<file path="config.mk">
export PLATFORM = sky130hd
export DESIGN_NAME = tbw_queue
export DESIGN_NICKNAME = d
export VERILOG_FILES = /design/src/hdl/triangle_barycentric_weights_core_assert.svh /design/src/hdl/tbw_pkg.sv /design/src/hdl/tbw_queue.sv
export SDC_FILE = /design/constraint.sdc
export NUM_CORES = 1
export LEC_CHECK = 0
export CAP_MARGIN = 20
export CELL_PAD_IN_SITES_DETAIL_PLACEMENT = 1
export CELL_PAD_IN_SITES_GLOBAL_PLACEMENT = 2
export CORE_ASPECT_RATIO = 0.7
export CORE_MARGIN = 4
export CORE_UTILIZATION = 45
export CTS_CLUSTER_DIAMETER = 200
export DETAILED_ROUTE_END_ITERATION = 10
export DONT_BUFFER_PORTS = 1
export PLACE_DENSITY = 0.83
export SYNTH_ARGS = -nofsm -noshare
export SYNTH_HDL_FRONTEND = slang
export SYNTH_SLANG_ARGS = --single-unit
</file>
<file path="constraint.sdc">
create_clock -name clk -period 7.49 [get_ports clk]
set_input_delay 1.498 -clock clk [delete_from_list [all_inputs] [get_ports clk]]
set_output_delay 1.498 -clock clk [all_outputs]
set_load 0.03 [all_outputs]
</file>
<file path="src/hdl/triangle_barycentric_weights_core_assert.svh">
// Assertion macros for the barycentric weights core.
// Used by the top level; no other dependencies.
`ifndef TRIANGLE_BARYCENTRIC_WEIGHTS_CORE_ASSERT_SVH
`define TRIANGLE_BARYCENTRIC_WEIGHTS_CORE_ASSERT_SVH
`ifndef SYNTHESIS
// cond must never hold
`define TBW_ASSERT_NEVER(lbl, clk, rstn, cond, msg) \
	lbl: assert property (@(posedge clk) disable iff (!rstn) !(cond)) else $error(msg);
// ante implies cons in the same cycle
`define TBW_ASSERT_IMPLY(lbl, clk, rstn, ante, cons, msg) \
	lbl: assert property (@(posedge clk) disable iff (!rstn) (ante) |-> (cons)) else $error(msg);
`else
`define TBW_ASSERT_NEVER(lbl, clk, rstn, cond, msg)
`define TBW_ASSERT_IMPLY(lbl, clk, rstn, ante, cons, msg)
`endif
`endif

</file>
<file path="src/hdl/tbw_pkg.sv">
// Shared widths, codes and types of the barycentric weights core.
// No dependencies.
`default_nettype none
package tbw_pkg;
	localparam int COORD_W    = 16;
	localparam int FRAC_W     = 16;
	localparam int WEIGHT_W   = FRAC_W + 4;
	localparam int THRESH_W   = 20;
	localparam int CLAMP_BITS = 40;
	localparam int EDGE_W     = COORD_W + 1;
	localparam int PROD_W     = 2 * EDGE_W;
	localparam int SUM_W      = PROD_W + 1;
	localparam int MAG_W      = SUM_W;
	localparam int QUOT_W     = CLAMP_BITS;
	localparam int PRE_W      = CLAMP_BITS - FRAC_W;
	localparam int QS_W       = CLAMP_BITS + 2;
	localparam int CALC_W     = QS_W + 2;
	localparam int Q_DEPTH    = 4;
	localparam int Q_AW       = 2;

	typedef enum logic [1:0] {
		KIND_PROPER  = 2'd0,
		KIND_SEGMENT = 2'd1,
		KIND_POINT   = 2'd2
	} kind_t;

	typedef struct packed {
		kind_t      kind;
		logic [1:0] best;
	} tbw_tag_t;

	typedef struct packed {
		logic signed [SUM_W-1:0] num_a;
		logic signed [SUM_W-1:0] den_a;
		logic signed [SUM_W-1:0] num_b;
		logic signed [SUM_W-1:0] den_b;
		tbw_tag_t                tag;
	} tbw_job_t;
endpackage
`default_nettype wire

</file>
<file path="src/hdl/tbw_queue.sv">
// Short job queue between front and back ends.
// Depends on tbw_pkg.
`default_nettype none
module tbw_queue import tbw_pkg::*; (
	input  logic     clk,
	input  logic     arst_n,
	input  logic     push,
	input  tbw_job_t push_job,
	input  logic     pop,
	output logic     full,
	output logic     empty,
	output tbw_job_t head
);
	tbw_job_t        mem_q [Q_DEPTH];
	logic [Q_AW-1:0] wr_ptr_q, rd_ptr_q;
	logic [Q_AW:0]   cnt_q;

	assign full  = cnt_q == (Q_AW + 1)'(Q_DEPTH);
	assign empty = cnt_q == '0;
	assign head  = mem_q[rd_ptr_q];

	always_ff @(posedge clk or negedge arst_n) begin
		if (!arst_n) begin
			wr_ptr_q <= '0;
			rd_ptr_q <= '0;
			cnt_q    <= '0;
		end else begin
			if (push) wr_ptr_q <= wr_ptr_q + 1'b1;
			if (pop) rd_ptr_q <= rd_ptr_q + 1'b1;
			if (push && !pop) cnt_q <= cnt_q + 1'b1;
			else if (pop && !push) cnt_q <= cnt_q - 1'b1;
		end
	end

	always_ff @(posedge clk) begin
		if (push) mem_q[wr_ptr_q] <= push_job;
	end
endmodule
`default_nettype wire

</file>
==> results.md <==
- Outcome: completed
- Final Skew: between 0.01 and 0.015 ns
- Average instance area after synthesis: roughly 27 sq um
- Core footprint: approximately 0.046 sq mm
- Setup TNS: 0 ns
- CP cell instances: buf_4 -> mux4_2
- TritonCTS clock tree: done
- Cell-internal power: 0.00664 W
- Total number of vias: between 8,000 and 9,000
- Die boundary width: between 200 and 300 um
- Vias per inst: 5.59
- Commonest cells after routing, fill and taps aside: sky130_fd_sc_hd__edfxtp_1, sky130_fd_sc_hd__mux4_2, sky130_fd_sc_hd__clkbuf_16
- Layout Nets: between 900 and 1,000
- Congestion Overflow GR: 0
- CTS Buf Count: 53
- Nature of the critical path endpoint: output pin
- Antenna violations before repair: 0
- Power spent charging and discharging nets: approximately 0.0034 W
- Max-slew violations: 0
- Number of clock sinks: ~580
- Most common library cell in the layout ignoring fill and taps: sky130_fd_sc_hd__edfxtp_1
- Number of global-route vias before repair: 9,101
- Latest clock arrival within the worst-skew pair: 0.58 ns
- DRC violations left: 0
- Largest driver fanout on the critical path: 53
- Total standard cell area after synthesis: ~0.021 sq mm
- Cell count after synthesis: 786
- Min-Delay Path Class: flip-flop to flip-flop
- Critical-path cell with the highest stage delay: sky130_fd_sc_hd__dfrtp_4
- Final Hold Vio Count: 0
- Number of levels the H-tree was split into: 2
- Site Rows: between 60 and 70
- Ys flop type: sky130_fd_sc_hd__edfxtp_1
- Share of the synthesized area in the top cell type: between 80% and 90%
- Async set-reset flop share out of synthesis: 1.20%
- Largest net degree at the start of global routing: 97
- CP Launch Type: flip-flop
- DP Wirelength: roughly 25,000 um
- Timing-limited maximum frequency: roughly 230 MHz
- Final setup viols: 0
- Post-cts sizing count: 0
- Overall Power: 0.0101 W
- Max-cap violations: 0
- Number of synthesized flops with an enable pin: 576
- Post-route clock period utilization: 57.6%
- Switching Fraction: 34.2%
- Largest cells by area after synthesis: sky130_fd_sc_hd__edfxtp_1, sky130_fd_sc_hd__mux4_2, sky130_fd_sc_hd__dfrtp_1
- Reg power frac: 44.4%
- Clock Pin Slew Worst Setup and Hold Paths: roughly 0.06 ns
- Count of hold-fix buffers inserted at cts: 0
- Slew margin rel.: 33.9%
- Post-DR wirelength/cell: approximately 27 um
- Cell at the root of the clock tree: sky130_fd_sc_hd__clkbuf_16
- Worst endpoint required time: about 6 ns
- P_leak: approximately 7.3 nW
- GRT Total Usage: around 16%
- Setup repair after global routing missed its margin: false
- Slowest Stage Delay on Critical Path: roughly 0.9 ns
- Synth Register Bits: 583
- Sequential cell area fraction in the yosys report: between 80% and 90%
- Count of nets left with antenna violations after detail routing: 0
- CP arrival: approximately 2.8 ns
- Synth-to-Final Area Change: 10.9%
- Total wirelength of the detailed-routed design: 40,100 um
- IR drop worst, VDD: between 0.2 and 0.3 mV
- # Post-CTS Setup Buffers: 0
- Synth Net Count: 940
- Overall die area: about 0.051 sq mm
- Fraction of final layout cells with drive strength greater than 1: a little over a quarter
- Slew at the pin with the worst max-slew slack: 0.992 ns
- Final period demand of the worst path: approximately 4.3 ns
- Dominant cell type by area after synthesis: sky130_fd_sc_hd__edfxtp_1
- DR pass1 iterations: 5
- # diodes: 0
- Starting Density: a little under half
- Last weighted congestion value of the routability-driven placer: 0.721
- Detailed Route Iter0 Violations: approximately 660
- Global-route wire length before repair: approximately 60,000 um
- Vertical die dimension: 189 um
- Number of library cell types mapped by synthesis: 20
- Worst Path Class, Setup: flip-flop to output pin
- Clock share of power: between 20% and 30%
- Pwr dens: about 430 mW/mm^2
- CTS max path bufs: 3
- Combinational fraction of design power: ~30%
- Top Ports: 294
- Number of buffers added on ports: 0
- Synthesis warning total: 0
==> kinds of logic (layout without fill, tap and decap cells) <==
group	count (synthesis)	in the layout	share of synthesized area (%)
adders and majority gates	6	6	0.390
and+or+nand+nor	9	9	0.231
DFF	583	583	82.5
buffers and inverters	36	114	1.18
xor gates and xnor gates	6	6	0.248
AOI/OAI and AO/OA	1	1	0.0236
muxes	145	145	15.4
==> metal layers <==
layer / global-route usage, % / vias up / share of wire, %
li1: - / 3475 / -
met1: 19.7 / 4454 / 38
met2: 25.7 / 274 / 49
met3: 7.59 / 47 / 11
met4: 3.59 / 0 / 1.6
met5: 0 / - / 0
==> cell type report <==
type                    count  area, sq um
clock buffers              66         1420
clock inverters            32          243
fillers                  3923        23000
inverters                   4         15.0
multi-input cells         167         3450
flip-flops and latches    583        17500
well taps                 612          766
repair buffers             12          103
==> per-stage QoR <==
| stage | setup slack (ns) | cell area (sq um) | hold WS, ns | utilization [%] | instances |
|---|---|---|---|---|---|
| after CTS | 3.06 | 23500 | 0.532 | 50.5 | 1476 |
| after detailed placement | 3.71 | 21800 | 0.498 | 46.9 | 1378 |
| after global placement | 3.72 | 21800 | 0.497 | 46.9 | 1378 |
| final | 3.18 | 23500 | 0.529 | 50.5 | 1476 |
| after floorplan | 2.18 | 21200 | 0.456 | - | 786 |
| after global routing | 3.02 | 23500 | 0.563 | 50.5 | 1476 |
==> cell usage after synthesis, drive strengths merged (2+ instances only) <==
library cell	count
edfxtp	576
dfrtp	7
xnor2	2
ha	5
mux4	144
and2	4
nand2	2
inv	4
buf	31
xor2	4
==> power groups by stage <==
stage                     clock (W)  sequential (W)  combinational (W)
after floorplan                   0         0.00450            0.00270
after global placement            0         0.00451            0.00312
after detailed placement          0         0.00456            0.00313
after CTS                   0.00264         0.00450            0.00314
after global routing        0.00280         0.00454            0.00322
final                       0.00256         0.00448            0.00305
==> state kept, by name, indices dropped and copies added (netlist names) <==
register,count
cnt_q,3
mem_q,576
wr_ptr_q,2
rd_ptr_q,2
==> path summary, 6_finish.rpt <==
path / startpoint / end / slack, ns / depth (start not counted)
max: rd_ptr_q[1] / head[13] / 3.18 / 2
max reg2reg: wr_ptr_q[0] / mem_q[0][11] / 5.00 / 4
min in group asynchronous: arst_n / cnt_q[0] / 0.61 / 0
min reg2reg: cnt_q[2] / cnt_q[2] / 0.53 / 1
max in group asynchronous: arst_n / wr_ptr_q[1] / 6.80 / 0
min: cnt_q[2] / cnt_q[2] / 0.53 / 1
==> worst max-delay path, delay by kind of cell (launching register included) <==
kind                   cells  cell delay, ns
buffers and inverters      1            0.73
flip-flops                 1            0.90
multiplexers               1            0.54
(Power assumes the default switching activity.)
